===== src/sv/timer_expiry_queue_core_macros.svh =====
// Assertion macros shared by the timer expiry queue RTL.
// No dependencies; included by the modules that carry assertions.
`ifndef TIMER_EXPIRY_QUEUE_CORE_MACROS_SVH
`define TIMER_EXPIRY_QUEUE_CORE_MACROS_SVH
`ifndef SYNTHESIS
`define TEQ_ASSERT_IMPLIES(label, clk, rst, ante, cons) \
  label: assert property (@(posedge clk) disable iff (rst) (ante) |-> (cons)) \
    else $error("teq: same-cycle check failed");
`define TEQ_ASSERT_NEXT(label, clk, rst, ante, cons) \
  label: assert property (@(posedge clk) disable iff (rst) (ante) |=> (cons)) \
    else $error("teq: next-cycle check failed");
`else
`define TEQ_ASSERT_IMPLIES(label, clk, rst, ante, cons)
`define TEQ_ASSERT_NEXT(label, clk, rst, ante, cons)
`endif
`endif


===== src/sv/teq_pkg.sv =====
// Shared constants, types and helpers for the timer expiry queue.
// No dependencies; used by every other file of the block but the assertion macros.
`timescale 1ns / 1ps
package teq_pkg;

  localparam int TIMER_SLOTS = 16;
  localparam int TIME_BITS   = 48;
  localparam int MAX_RESULTS = 16;

  localparam int CMD_W        = 2;
  localparam int TIMEOUT_W    = 32;
  localparam int HANDLE_W     = 4;
  localparam int KIND_W       = 3;
  localparam int SLOT_FIELD_W = 4;
  localparam int NEAR_W       = 32;

  localparam int SLOT_W      = $clog2(TIMER_SLOTS);
  localparam int TREE_LEVELS = $clog2(TIMER_SLOTS);
  localparam int TREE_NODES  = 1 << TREE_LEVELS;
  localparam int SETTLE_W    = $clog2(TREE_LEVELS + 1);
  localparam int COUNT_W     = $clog2(MAX_RESULTS + 1);

  typedef logic [TIME_BITS-1:0]    time_t;
  typedef logic [SLOT_W-1:0]       slot_t;
  typedef logic [TIMER_SLOTS-1:0]  slot_mask_t;
  typedef logic [HANDLE_W-1:0]     handle_t;
  typedef logic [SLOT_FIELD_W-1:0] slot_field_t;
  typedef logic [NEAR_W-1:0]       near_t;
  typedef logic [SETTLE_W-1:0]     settle_cnt_t;
  typedef logic [COUNT_W-1:0]      count_t;

  localparam near_t NEAR_EMPTY = 32'hFFFF_FFFF;
  localparam near_t NEAR_SAT   = 32'hFFFF_FFFE;
  localparam time_t NEAR_LIMIT = time_t'(64'h0000_0000_FFFF_FFFF);

  typedef enum logic [CMD_W-1:0] {
    CMD_ADD    = 2'd0,
    CMD_DELETE = 2'd1,
    CMD_TICK   = 2'd2,
    CMD_NONE   = 2'd3
  } cmd_code_t;

  typedef enum logic [KIND_W-1:0] {
    EV_ADDED    = 3'd0,
    EV_BAD      = 3'd1,
    EV_FULL     = 3'd2,
    EV_DELETED  = 3'd3,
    EV_NOTFOUND = 3'd4,
    EV_EXPIRED  = 3'd5,
    EV_IDLE     = 3'd6
  } event_t;

  typedef struct packed {
    logic  vld;
    slot_t idx;
    time_t tm;
  } node_t;

  // Controller to datapath
  typedef struct packed {
    logic latch_in;
    logic exec;
    logic take_root;
    logic set_quiet;
    logic load_out;
    logic last;
  } teq_cmd_t;

  // Datapath to controller
  typedef struct packed {
    cmd_code_t command;
    logic      due;
  } teq_status_t;

  // Earlier expiry wins; on a tie the left (lower slot) side wins.
  function automatic node_t min_node(node_t a, node_t b);
    return (!b.vld || (a.vld && a.tm <= b.tm)) ? a : b;
  endfunction

endpackage


===== src/sv/teq_req_if.sv =====
// Command channel of the timer expiry queue: valid/ready plus request payload.
// Depends on teq_pkg for field widths.
`timescale 1ns / 1ps
interface teq_req_if;
  logic                                valid;
  logic                                ready;
  logic [teq_pkg::CMD_W-1:0]           command;
  logic signed [teq_pkg::TIMEOUT_W-1:0] timeout_ms;
  logic [teq_pkg::HANDLE_W-1:0]        handle;

  modport source (output valid, command, timeout_ms, handle, input ready);
  modport sink (input valid, command, timeout_ms, handle, output ready);
endinterface


===== src/sv/teq_rsp_if.sv =====
// Result channel of the timer expiry queue: valid/ready plus event payload.
// Depends on teq_pkg for field widths.
`timescale 1ns / 1ps
interface teq_rsp_if;
  logic                             valid;
  logic                             ready;
  logic [teq_pkg::KIND_W-1:0]       event_kind;
  logic [teq_pkg::SLOT_FIELD_W-1:0] slot;
  logic [teq_pkg::NEAR_W-1:0]       nearest_timeout;
  logic                             last;

  modport source (output valid, event_kind, slot, nearest_timeout, last, input ready);
  modport sink (input valid, event_kind, slot, nearest_timeout, last, output ready);
endinterface


===== src/sv/teq_min_tree.sv =====
// Registered comparator tree: finds the earliest valid expiry, lowest slot on ties.
// Depends on teq_pkg. One register level per tree level.
`timescale 1ns / 1ps
module teq_min_tree (
  input  logic                clk,
  input  logic                rst,
  input  teq_pkg::slot_mask_t valid,
  input  teq_pkg::time_t      expiry [teq_pkg::TIMER_SLOTS],
  output teq_pkg::node_t      root
);

  teq_pkg::node_t leaf [teq_pkg::TREE_NODES];
  teq_pkg::node_t node [1:teq_pkg::TREE_NODES-1];

  for (genvar i = 0; i < teq_pkg::TREE_NODES; i++) begin : g_leaf
    if (i < teq_pkg::TIMER_SLOTS) begin : g_used
      assign leaf[i] = '{vld: valid[i], idx: teq_pkg::slot_t'(i), tm: expiry[i]};
    end else begin : g_pad
      assign leaf[i] = '{vld: 1'b0, idx: teq_pkg::slot_t'(0), tm: '0};
    end
  end

  // node k has children 2k and 2k+1; the bottom row reads the leaves
  always_ff @(posedge clk) begin
    if (rst) begin
      for (int k = 1; k < teq_pkg::TREE_NODES; k++) begin
        node[k].vld <= 1'b0;
      end
    end else begin
      for (int k = 1; k < teq_pkg::TREE_NODES; k++) begin
        if (2 * k >= teq_pkg::TREE_NODES) begin
          node[k] <= teq_pkg::min_node(leaf[2*k - teq_pkg::TREE_NODES],
                                       leaf[2*k + 1 - teq_pkg::TREE_NODES]);
        end else begin
          node[k] <= teq_pkg::min_node(node[2*k], node[2*k + 1]);
        end
      end
    end
  end

  assign root = node[1];

endmodule


===== src/sv/teq_datapath.sv =====
// Timer table, millisecond counter, distance register and result register.
// Depends on teq_pkg and teq_min_tree; driven by teq_ctrl through teq_cmd_t.
`timescale 1ns / 1ps
module teq_datapath (
  input  logic                         clk,
  input  logic                         rst,
  input  teq_pkg::teq_cmd_t            cmd,
  output teq_pkg::teq_status_t         status,
  input  logic [teq_pkg::CMD_W-1:0]    req_command,
  input  logic signed [teq_pkg::TIMEOUT_W-1:0] req_timeout_ms,
  input  teq_pkg::handle_t             req_handle,
  output logic [teq_pkg::KIND_W-1:0]   out_kind,
  output teq_pkg::slot_field_t         out_slot,
  output teq_pkg::near_t               out_near,
  output logic                         out_last
);

  teq_pkg::cmd_code_t                   req_cmd;
  logic signed [teq_pkg::TIMEOUT_W-1:0] req_timeout;
  teq_pkg::handle_t                     req_hdl;

  teq_pkg::slot_mask_t  valid;
  teq_pkg::time_t       expiry [teq_pkg::TIMER_SLOTS];
  teq_pkg::time_t       current_time;
  teq_pkg::event_t      pend_kind;
  teq_pkg::slot_field_t pend_slot;
  teq_pkg::near_t       near;
  teq_pkg::near_t       near_next;
  teq_pkg::node_t       root;

  logic                        full;
  teq_pkg::slot_t              free_idx;
  logic                        timeout_ok;
  logic                        handle_hit;
  logic [teq_pkg::TIME_BITS:0] gap;

  teq_min_tree u_tree (
    .clk    (clk),
    .rst    (rst),
    .valid  (valid),
    .expiry (expiry),
    .root   (root)
  );

  always_comb begin
    full     = &valid;
    free_idx = '0;
    for (int i = teq_pkg::TIMER_SLOTS - 1; i >= 0; i--) begin
      if (!valid[i]) free_idx = teq_pkg::slot_t'(i);
    end
  end

  assign timeout_ok = (req_timeout > 32'sd0);
  assign handle_hit = (32'(req_hdl) < 32'(teq_pkg::TIMER_SLOTS)) &&
                      valid[teq_pkg::slot_t'(req_hdl)];

  // borrow out of the subtract means the earliest expiry is already due
  assign gap = {1'b0, root.tm} - {1'b0, current_time};

  always_comb begin
    if (!root.vld) begin
      near_next = teq_pkg::NEAR_EMPTY;
    end else if (gap[teq_pkg::TIME_BITS] || gap[teq_pkg::TIME_BITS-1:0] == '0) begin
      near_next = '0;
    end else if (gap[teq_pkg::TIME_BITS-1:0] >= teq_pkg::NEAR_LIMIT) begin
      near_next = teq_pkg::NEAR_SAT;
    end else begin
      near_next = teq_pkg::near_t'(gap[teq_pkg::TIME_BITS-1:0]);
    end
  end

  assign status.command = req_cmd;
  assign status.due     = (near == '0);

  // table state
  always_ff @(posedge clk) begin
    if (rst) begin
      valid        <= '0;
      current_time <= '0;
    end else begin
      if (cmd.exec) begin
        case (req_cmd)
          teq_pkg::CMD_ADD: begin
            if (timeout_ok && !full) valid[free_idx] <= 1'b1;
          end
          teq_pkg::CMD_DELETE: begin
            if (handle_hit) valid[teq_pkg::slot_t'(req_hdl)] <= 1'b0;
          end
          teq_pkg::CMD_TICK: begin
            current_time <= current_time + teq_pkg::time_t'(1);
          end
          default: ;
        endcase
      end
      if (cmd.take_root) valid[root.idx] <= 1'b0;
    end
  end

  // payload registers
  always_ff @(posedge clk) begin
    near <= near_next;
    if (cmd.latch_in) begin
      req_cmd     <= teq_pkg::cmd_code_t'(req_command);
      req_timeout <= req_timeout_ms;
      req_hdl     <= req_handle;
    end
    if (cmd.exec) begin
      case (req_cmd)
        teq_pkg::CMD_ADD: begin
          if (!timeout_ok) begin
            pend_kind <= teq_pkg::EV_BAD;
            pend_slot <= '0;
          end else if (full) begin
            pend_kind <= teq_pkg::EV_FULL;
            pend_slot <= '0;
          end else begin
            pend_kind        <= teq_pkg::EV_ADDED;
            pend_slot        <= teq_pkg::slot_field_t'(free_idx);
            expiry[free_idx] <= current_time + teq_pkg::time_t'($unsigned(req_timeout));
          end
        end
        teq_pkg::CMD_DELETE: begin
          pend_kind <= handle_hit ? teq_pkg::EV_DELETED : teq_pkg::EV_NOTFOUND;
          pend_slot <= req_hdl;
        end
        default: ;
      endcase
    end
    if (cmd.take_root) begin
      pend_kind <= teq_pkg::EV_EXPIRED;
      pend_slot <= teq_pkg::slot_field_t'(root.idx);
    end
    if (cmd.set_quiet) begin
      pend_kind <= teq_pkg::EV_IDLE;
      pend_slot <= '0;
    end
    if (cmd.load_out) begin
      out_kind <= pend_kind;
      out_slot <= pend_slot;
      out_near <= near;
      out_last <= cmd.last;
    end
  end

endmodule


===== src/sv/teq_ctrl.sv =====
// Sequencer of the timer expiry queue: handshakes, settle wait, expiry emission.
// Depends on teq_pkg and the assertion macros; commands teq_datapath.
`timescale 1ns / 1ps
`include "timer_expiry_queue_core_macros.svh"
module teq_ctrl (
  input  logic                 clk,
  input  logic                 rst,
  input  logic                 req_valid,
  output logic                 req_ready,
  output logic                 rsp_valid,
  input  logic                 rsp_ready,
  input  teq_pkg::teq_status_t status,
  output teq_pkg::teq_cmd_t    cmd
);

  typedef enum logic [4:0] {
    ST_IDLE   = 5'b00001,
    ST_EXEC   = 5'b00010,
    ST_SETTLE = 5'b00100,
    ST_SCAN   = 5'b01000,
    ST_EMIT   = 5'b10000
  } state_t;

  state_t                state;
  teq_pkg::settle_cnt_t  cnt;
  teq_pkg::count_t       n;
  logic                  tick_mode;
  logic                  scan_todo;
  logic                  out_free;
  logic                  last_now;

  assign req_ready = (state == ST_IDLE);
  assign out_free  = !rsp_valid || rsp_ready;
  // a tick keeps emitting while the next root is due and the cap is not hit
  assign last_now  = !tick_mode || !status.due ||
                     (n == teq_pkg::count_t'(teq_pkg::MAX_RESULTS));

  always_comb begin
    cmd      = '0;
    cmd.last = last_now;
    case (state)
      ST_IDLE: cmd.latch_in = req_valid;
      ST_EXEC: cmd.exec = 1'b1;
      ST_SCAN: begin
        cmd.take_root = status.due;
        cmd.set_quiet = !status.due;
      end
      ST_EMIT: begin
        if (out_free) begin
          cmd.load_out  = 1'b1;
          cmd.take_root = !last_now;
        end
      end
      default: ;
    endcase
  end

  always_ff @(posedge clk) begin
    if (rst) begin
      state     <= ST_IDLE;
      rsp_valid <= 1'b0;
      cnt       <= '0;
      n         <= '0;
      tick_mode <= 1'b0;
      scan_todo <= 1'b0;
    end else begin
      if (cmd.load_out) begin
        rsp_valid <= 1'b1;
      end else if (rsp_ready) begin
        rsp_valid <= 1'b0;
      end
      case (state)
        ST_IDLE: begin
          if (req_valid) state <= ST_EXEC;
        end
        ST_EXEC: begin
          if (status.command == teq_pkg::CMD_NONE) begin
            state <= ST_IDLE;
          end else begin
            tick_mode <= (status.command == teq_pkg::CMD_TICK);
            scan_todo <= (status.command == teq_pkg::CMD_TICK);
            n         <= '0;
            cnt       <= '0;
            state     <= ST_SETTLE;
          end
        end
        ST_SETTLE: begin
          // tree levels plus the distance register
          if (cnt == teq_pkg::settle_cnt_t'(teq_pkg::TREE_LEVELS)) begin
            state <= scan_todo ? ST_SCAN : ST_EMIT;
          end else begin
            cnt <= cnt + teq_pkg::settle_cnt_t'(1);
          end
        end
        ST_SCAN: begin
          scan_todo <= 1'b0;
          if (status.due) begin
            n     <= teq_pkg::count_t'(1);
            cnt   <= '0;
            state <= ST_SETTLE;
          end else begin
            state <= ST_EMIT;
          end
        end
        ST_EMIT: begin
          if (out_free) begin
            if (last_now) begin
              state <= ST_IDLE;
            end else begin
              n     <= n + teq_pkg::count_t'(1);
              cnt   <= '0;
              state <= ST_SETTLE;
            end
          end
        end
        default: state <= ST_IDLE;
      endcase
    end
  end

  `TEQ_ASSERT_NEXT(a_accept_exec, clk, rst, req_valid && req_ready, state == ST_EXEC)
  `TEQ_ASSERT_IMPLIES(a_take_due, clk, rst, cmd.take_root, status.due)
  `TEQ_ASSERT_IMPLIES(a_more_tick, clk, rst, cmd.load_out && !cmd.last, tick_mode && n < teq_pkg::count_t'(teq_pkg::MAX_RESULTS))
  `TEQ_ASSERT_IMPLIES(a_load_free, clk, rst, cmd.load_out, !rsp_valid || rsp_ready)

endmodule


===== src/sv/timer_expiry_queue_core.sv =====
// Top level of the timer expiry queue: controller plus datapath on two channels.
// Depends on teq_pkg, teq_req_if, teq_rsp_if, teq_ctrl and teq_datapath.
`timescale 1ns / 1ps
// One-shot timer table of TIMER_SLOTS entries kept as absolute expiry times against
// a millisecond counter. Commands on req: add (returns the lowest free slot), delete,
// and tick (advance one millisecond, then emit due timers earliest first, lower slot on
// ties, at most MAX_RESULTS per tick). Each result beat carries the distance to the
// nearest remaining expiry (all ones when empty) and last marks the final beat of a
// command. Each result waits for the registered min tree, log2(TIMER_SLOTS) levels deep,
// and one distance register to settle, and every further expiration of a tick waits
// for the tree to settle again after the previous root is taken.
// The next command is accepted once the final result is in the output register,
// even if rsp has not taken it yet.
module timer_expiry_queue_core (
  input logic        clk,
  input logic        rst,
  teq_req_if.sink    req,
  teq_rsp_if.source  rsp
);

  teq_pkg::teq_cmd_t    cmd;
  teq_pkg::teq_status_t status;
  logic                 rsp_valid;
  logic [teq_pkg::KIND_W-1:0] out_kind;
  teq_pkg::slot_field_t out_slot;
  teq_pkg::near_t       out_near;
  logic                 out_last;
  logic                 req_ready;

  teq_ctrl u_ctrl (
    .clk       (clk),
    .rst       (rst),
    .req_valid (req.valid),
    .req_ready (req_ready),
    .rsp_valid (rsp_valid),
    .rsp_ready (rsp.ready),
    .status    (status),
    .cmd       (cmd)
  );

  teq_datapath u_dp (
    .clk            (clk),
    .rst            (rst),
    .cmd            (cmd),
    .status         (status),
    .req_command    (req.command),
    .req_timeout_ms (req.timeout_ms),
    .req_handle     (req.handle),
    .out_kind       (out_kind),
    .out_slot       (out_slot),
    .out_near       (out_near),
    .out_last       (out_last)
  );

  assign req.ready           = req_ready;
  assign rsp.valid           = rsp_valid;
  assign rsp.event_kind      = out_kind;
  assign rsp.slot            = out_slot;
  assign rsp.nearest_timeout = out_near;
  assign rsp.last            = out_last;

endmodule

===== src/flat_wrapper.sv =====
// flat-port wrapper written by rule: the top's interface ports become plain ports
module timer_expiry_queue_core_flat 
  (clk, rst, req_valid, req_command, req_timeout_ms, req_handle, req_ready, rsp_valid, rsp_event_kind, rsp_slot, rsp_nearest_timeout, rsp_last, rsp_ready);
  teq_req_if req_i ();
  teq_rsp_if rsp_i ();
  input logic clk;
  input logic rst;
  input wire logic [$bits(req_i.valid)-1:0] req_valid;
  input wire logic [$bits(req_i.command)-1:0] req_command;
  input wire logic [$bits(req_i.timeout_ms)-1:0] req_timeout_ms;
  input wire logic [$bits(req_i.handle)-1:0] req_handle;
  output wire logic [$bits(req_i.ready)-1:0] req_ready;
  output wire logic [$bits(rsp_i.valid)-1:0] rsp_valid;
  output wire logic [$bits(rsp_i.event_kind)-1:0] rsp_event_kind;
  output wire logic [$bits(rsp_i.slot)-1:0] rsp_slot;
  output wire logic [$bits(rsp_i.nearest_timeout)-1:0] rsp_nearest_timeout;
  output wire logic [$bits(rsp_i.last)-1:0] rsp_last;
  input wire logic [$bits(rsp_i.ready)-1:0] rsp_ready;
  assign req_i.valid = req_valid;
  assign req_i.command = req_command;
  assign req_i.timeout_ms = req_timeout_ms;
  assign req_i.handle = req_handle;
  assign req_ready = req_i.ready;
  assign rsp_valid = rsp_i.valid;
  assign rsp_event_kind = rsp_i.event_kind;
  assign rsp_slot = rsp_i.slot;
  assign rsp_nearest_timeout = rsp_i.nearest_timeout;
  assign rsp_last = rsp_i.last;
  assign rsp_i.ready = rsp_ready;
  timer_expiry_queue_core u_core (.clk(clk), .rst(rst), .req(req_i), .rsp(rsp_i));
endmodule

===== config.mk =====
export PLATFORM = sky130hd
export DESIGN_NAME = timer_expiry_queue_core_flat
export DESIGN_NICKNAME = d
export VERILOG_FILES = /design/src/sv/teq_pkg.sv /design/src/sv/teq_req_if.sv /design/src/sv/teq_rsp_if.sv /design/src/sv/teq_min_tree.sv /design/src/sv/teq_datapath.sv /design/src/sv/teq_ctrl.sv /design/src/sv/timer_expiry_queue_core.sv /design/src/flat_wrapper.sv
export VERILOG_INCLUDE_DIRS = /design/src /design/src/sv
export SDC_FILE = /design/constraint.sdc
export NUM_CORES = 2
export LEC_CHECK = 0
export BUFFER_PORTS_ARGS = -buffer_cell sky130_fd_sc_hd__buf_4
export CELL_PAD_IN_SITES_DETAIL_PLACEMENT = 0
export CELL_PAD_IN_SITES_GLOBAL_PLACEMENT = 1
export CORE_ASPECT_RATIO = 1.4
export CORE_MARGIN = 1
export CORE_UTILIZATION = 30
export CTS_BUF_LIST = sky130_fd_sc_hd__clkbuf_2 sky130_fd_sc_hd__clkbuf_4 sky130_fd_sc_hd__clkbuf_8
export DETAILED_ROUTE_END_ITERATION = 12
export PLACE_DENSITY = 0.61
export SETUP_SLACK_MARGIN = 0.02
export SYNTH_ARGS = -nofsm -noshare
export SYNTH_HDL_FRONTEND = slang
export SYNTH_HIERARCHICAL = 1
export SYNTH_SLANG_ARGS = --single-unit

===== constraint.sdc =====
create_clock -name clk -period 18.65 [get_ports clk]
set_input_delay 0 -clock clk [delete_from_list [all_inputs] [get_ports clk]]
set_output_delay 0 -clock clk [all_outputs]
set_load 0.005 [all_outputs]

==> impl_metrics.json <==
{
  "status": "complete, no violations",
  "syn_area_um2": 88500,
  "gp_congestion": 0.923,
  "synth_nets": 7778,
  "worstSkewPairLatency_ps": 960,
  "drc_errors": 0,
  "synthToLayoutAreaGrowth_pct": 13.3,
  "ir_worst_vdd_mv": 0.0594,
  "worst_pin_slew_ps": 1320,
  "die_x_um": 461,
  "synth_area_leaders": "edfxtp_1, ha_1, mux2_2, inv_1, dfxtp_1",
  "ios": 84,
  "cap_violations": 0,
  "vias": 57723,
  "ys_seq_area_share_pct": 57.1,
  "grt_overflow": 0,
  "drive_gt1_share_pct": 18.2,
  "gr-usage-all-layers_pct": 19.0,
  "ant_nets": 0,
  "root_buffer": "clkbuf_8",
  "grt_start_max_net_pins": 99,
  "synth_top_area_cell": "edfxtp_1",
  "power_leakage_nw": 38.1,
  "synthDistinctLibCells": 107,
  "postCtsHoldBufs": 82,
  "slowest_stage": "a2111oi_0",
  "rsz0062_at_grt": "no",
  "cp-start-kind": "flop",
  "synthArstFlopShare_pct": 0,
  "core_um2": 293000,
  "cts_tree": "built",
  "cts_resized": 0,
  "rows": 235,
  "yosys.cell_count.top_type": "edfxtp_1",
  "critPathKind": "reg2reg",
  "holdCritPathClass": "in2reg",
  "numCtsBuffers": 278,
  "nets": 8073,
  "cp-end-kind": "flop",
  "relSlewSlack_pct": 11.8,
  "cp_data_arrival_time_ps": 5830,
  "cpMostUsedCell": "o21ai_0",
  "firstDrtPassIters": 5,
  "first_global_vias": 59372,
  "drtIter0Drc": 3993,
  "post_dp_cell_area_um2": 94100,
  "fin_area_um2": 100000,
  "max_freq_mhz": 189,
  "synth_top_area_share_pct": 54.0,
  "htree_num_levels": 5,
  "setup_violations": 0,
  "die_h_um": 645,
  "final.setup.tns_ps": 0,
  "wirelength_um": 288000,
  "antenna_found_initial": 20,
  "synthTopCellsByCount": "edfxtp_1, inv_1, ha_1",
  "max_stage_delay_ps": 820,
  "die_area_um2": 297000,
  "post_cts_buffers": 0,
  "crit_chain": "ha_1 > inv_1 > fa_1 > nor2b_1 > o21a_1 > o21ai_0 > a21oi_1 > o21ai_0 > a2111oi_1 > o211a_1 > o21ai_1 > a2111oi_0 > xnor2_2",
  "finClkSkew_ps": 67.0,
  "port_buffers": 83,
  "cts_max_path_buffers": 4,
  "fin_ws_ps": 13350,
  "viasPerCell": 5.09,
  "cts.sinks": 1726,
  "fin_crit_sh_pct": 28.4,
  "synth_ff_type": "edfxtp_1",
  "synth_edf_count": 1592,
  "cp_max_fo": 16,
  "hold_depth": 5,
  "cp.required_ps": 19180,
  "finalHoldViolCount": 0,
  "place.detailed.hpwl_um": 211000,
  "clk_pin_slew_ps": 70,
  "slew_violations": 0,
  "grt_first_pass_wirelength_um": 408000,
  "num-fill-cells": 28737,
  "wl_per_cell_um": 25.4,
  "fin_crit_ps": 5300,
  "synth-seq-cells": 1726,
  "place_ws_ps": 13410,
  "initial_utilization_pct": 30.2,
  "ys_warn_count": 6,
  "netlist_instances": 6929,
  "power_density_nw_per_um2": 80.3,
  "r2r_cells": 13,
  "syn_avg_cell_area_um2": 12.8
}
-- power by group --
part	total, W	leakage [nW]	switching (W)	internal, W
clock network	0.00328	2.82	0.00155	0.00173
logic	0.000408	19.2	0.000274	0.000134
registers	0.00436	16.1	0.0000662	0.00430
-- final timing paths --
kind,from,end,slack [ps]
max reg2reg,u_core/u_dp/current_time[0],u_core/u_dp/expiry[518],13350
max,u_core/u_dp/current_time[0],u_core/u_dp/expiry[518],13350
min reg2reg,u_core/u_dp/near[29],u_core/u_dp/out_near[29],430
min,rsp_ready,u_core/u_ctrl/state[4],80
-- kinds of logic (layout without fill, tap and decap cells) --
family,count (synthesis),in the layout,synth area share [%]
adder cells (fa/ha/maj),807,807,11.4
AND/OR/NAND/NOR,1366,1366,7.95
XOR/XNOR,115,115,1.14
flip-flops,1726,1726,57.1
buffers and inverters,1091,1583,5.25
other,0,13,0
multiplexers,640,640,8.28
AO/OA/AOI/OAI,1184,1184,8.90
-- area by class of cell --
class | instances | area, um2 | share of cell area, %
Clock buffer | 374 | 4610 | 4.60
Sequential cell | 1726 | 50500 | 50.3
Multi-Input combinational cell | 4112 | 34200 | 34.1
Tap cell | 3910 | 4890 | 4.88
Clock inverter | 103 | 728 | 0.726
Timing Repair Buffer | 269 | 2220 | 2.22
Inverter | 837 | 3160 | 3.15
Antenna cell | 13 | 32.5 | 0.0324
-- per-stage QoR --
step | power [W] | instances | hold slack (ps) | utilization, %
detailed placement | 0.00484 | 10772 | 179 | 32.1
floorplan | 0.00469 | 6929 | 98.9 | -
CTS | 0.00815 | 11331 | 1.16 | 34.2
global route | 0.00834 | 11339 | 76.5 | 34.2
global placement | 0.00483 | 10772 | 180 | 32.1
finish | 0.00805 | 11344 | 76.0 | 34.2
-- cell usage in the layout, fill, tap and decap left out, types with 19 or more instances in the layout --
master         count
edfxtp_1        1592
inv_1            826
ha_1             805
mux2_2           531
a21oi_1          416
nand2_1          366
clkbuf_8         288
nand4_1          272
nor2_1           237
buf_4            187
o21ai_0          160
nand3_1          144
dfxtp_1          132
a22oi_1          105
clkbuf_4          86
mux2_1            85
o211ai_1          83
dlygate4sd3_1     82
a21o_1            73
nor3_1            57
xnor2_1           56
clkinv_1          53
o211ai_2          50
nor4_1            41
nor2b_1           40
a211oi_1          38
a31oi_1           38
a221oi_1          35
clkinv_2          34
and4_1            31
nand2b_1          27
o21a_1            27
or3_1             23
and3_1            20
and2_1            20
xnor2_4           19
-- critical path, delay by kind of cell (launching register included) --
family                   cells  cell delay (ps)
AO/OA/AOI/OAI                8             3070
XOR/XNOR                     1              480
flip-flops                   1              430
adder cells (fa/ha/maj)      2              680
buffers and inverters        1               60
AND/OR/NAND/NOR              1              150
-- sequential cells by signal, indices dropped and copies added (netlist names), 3 cells and up --
register                  count
u_core/u_dp/pend_slot         4
u_core/u_dp/near             32
u_core/u_dp/req_hdl           4
u_core/u_dp/out_near         32
u_core/u_ctrl/n               5
u_core/u_dp/expiry          768
u_core/u_dp/valid            16
u_core/u_ctrl/cnt             3
u_core/u_dp/u_tree/node     761
u_core/u_dp/pend_kind         3
u_core/u_dp/req_timeout      32
u_core/u_dp/current_time     48
u_core/u_dp/out_slot          4
u_core/u_dp/out_kind          3
u_core/u_ctrl/state           5
-- layer usage --
metal | up-vias | wire length [um] | track usage (%)
li1 | 26529 | - | -
met3 | 552 | 12600 | 2.51
met4 | 6 | 20300 | 12.3
met1 | 29026 | 107000 | 20.6
met5 | - | 45 | 0
met2 | 1610 | 148000 | 34.5
No activity file was read; power rests on OpenSTA's default activity.
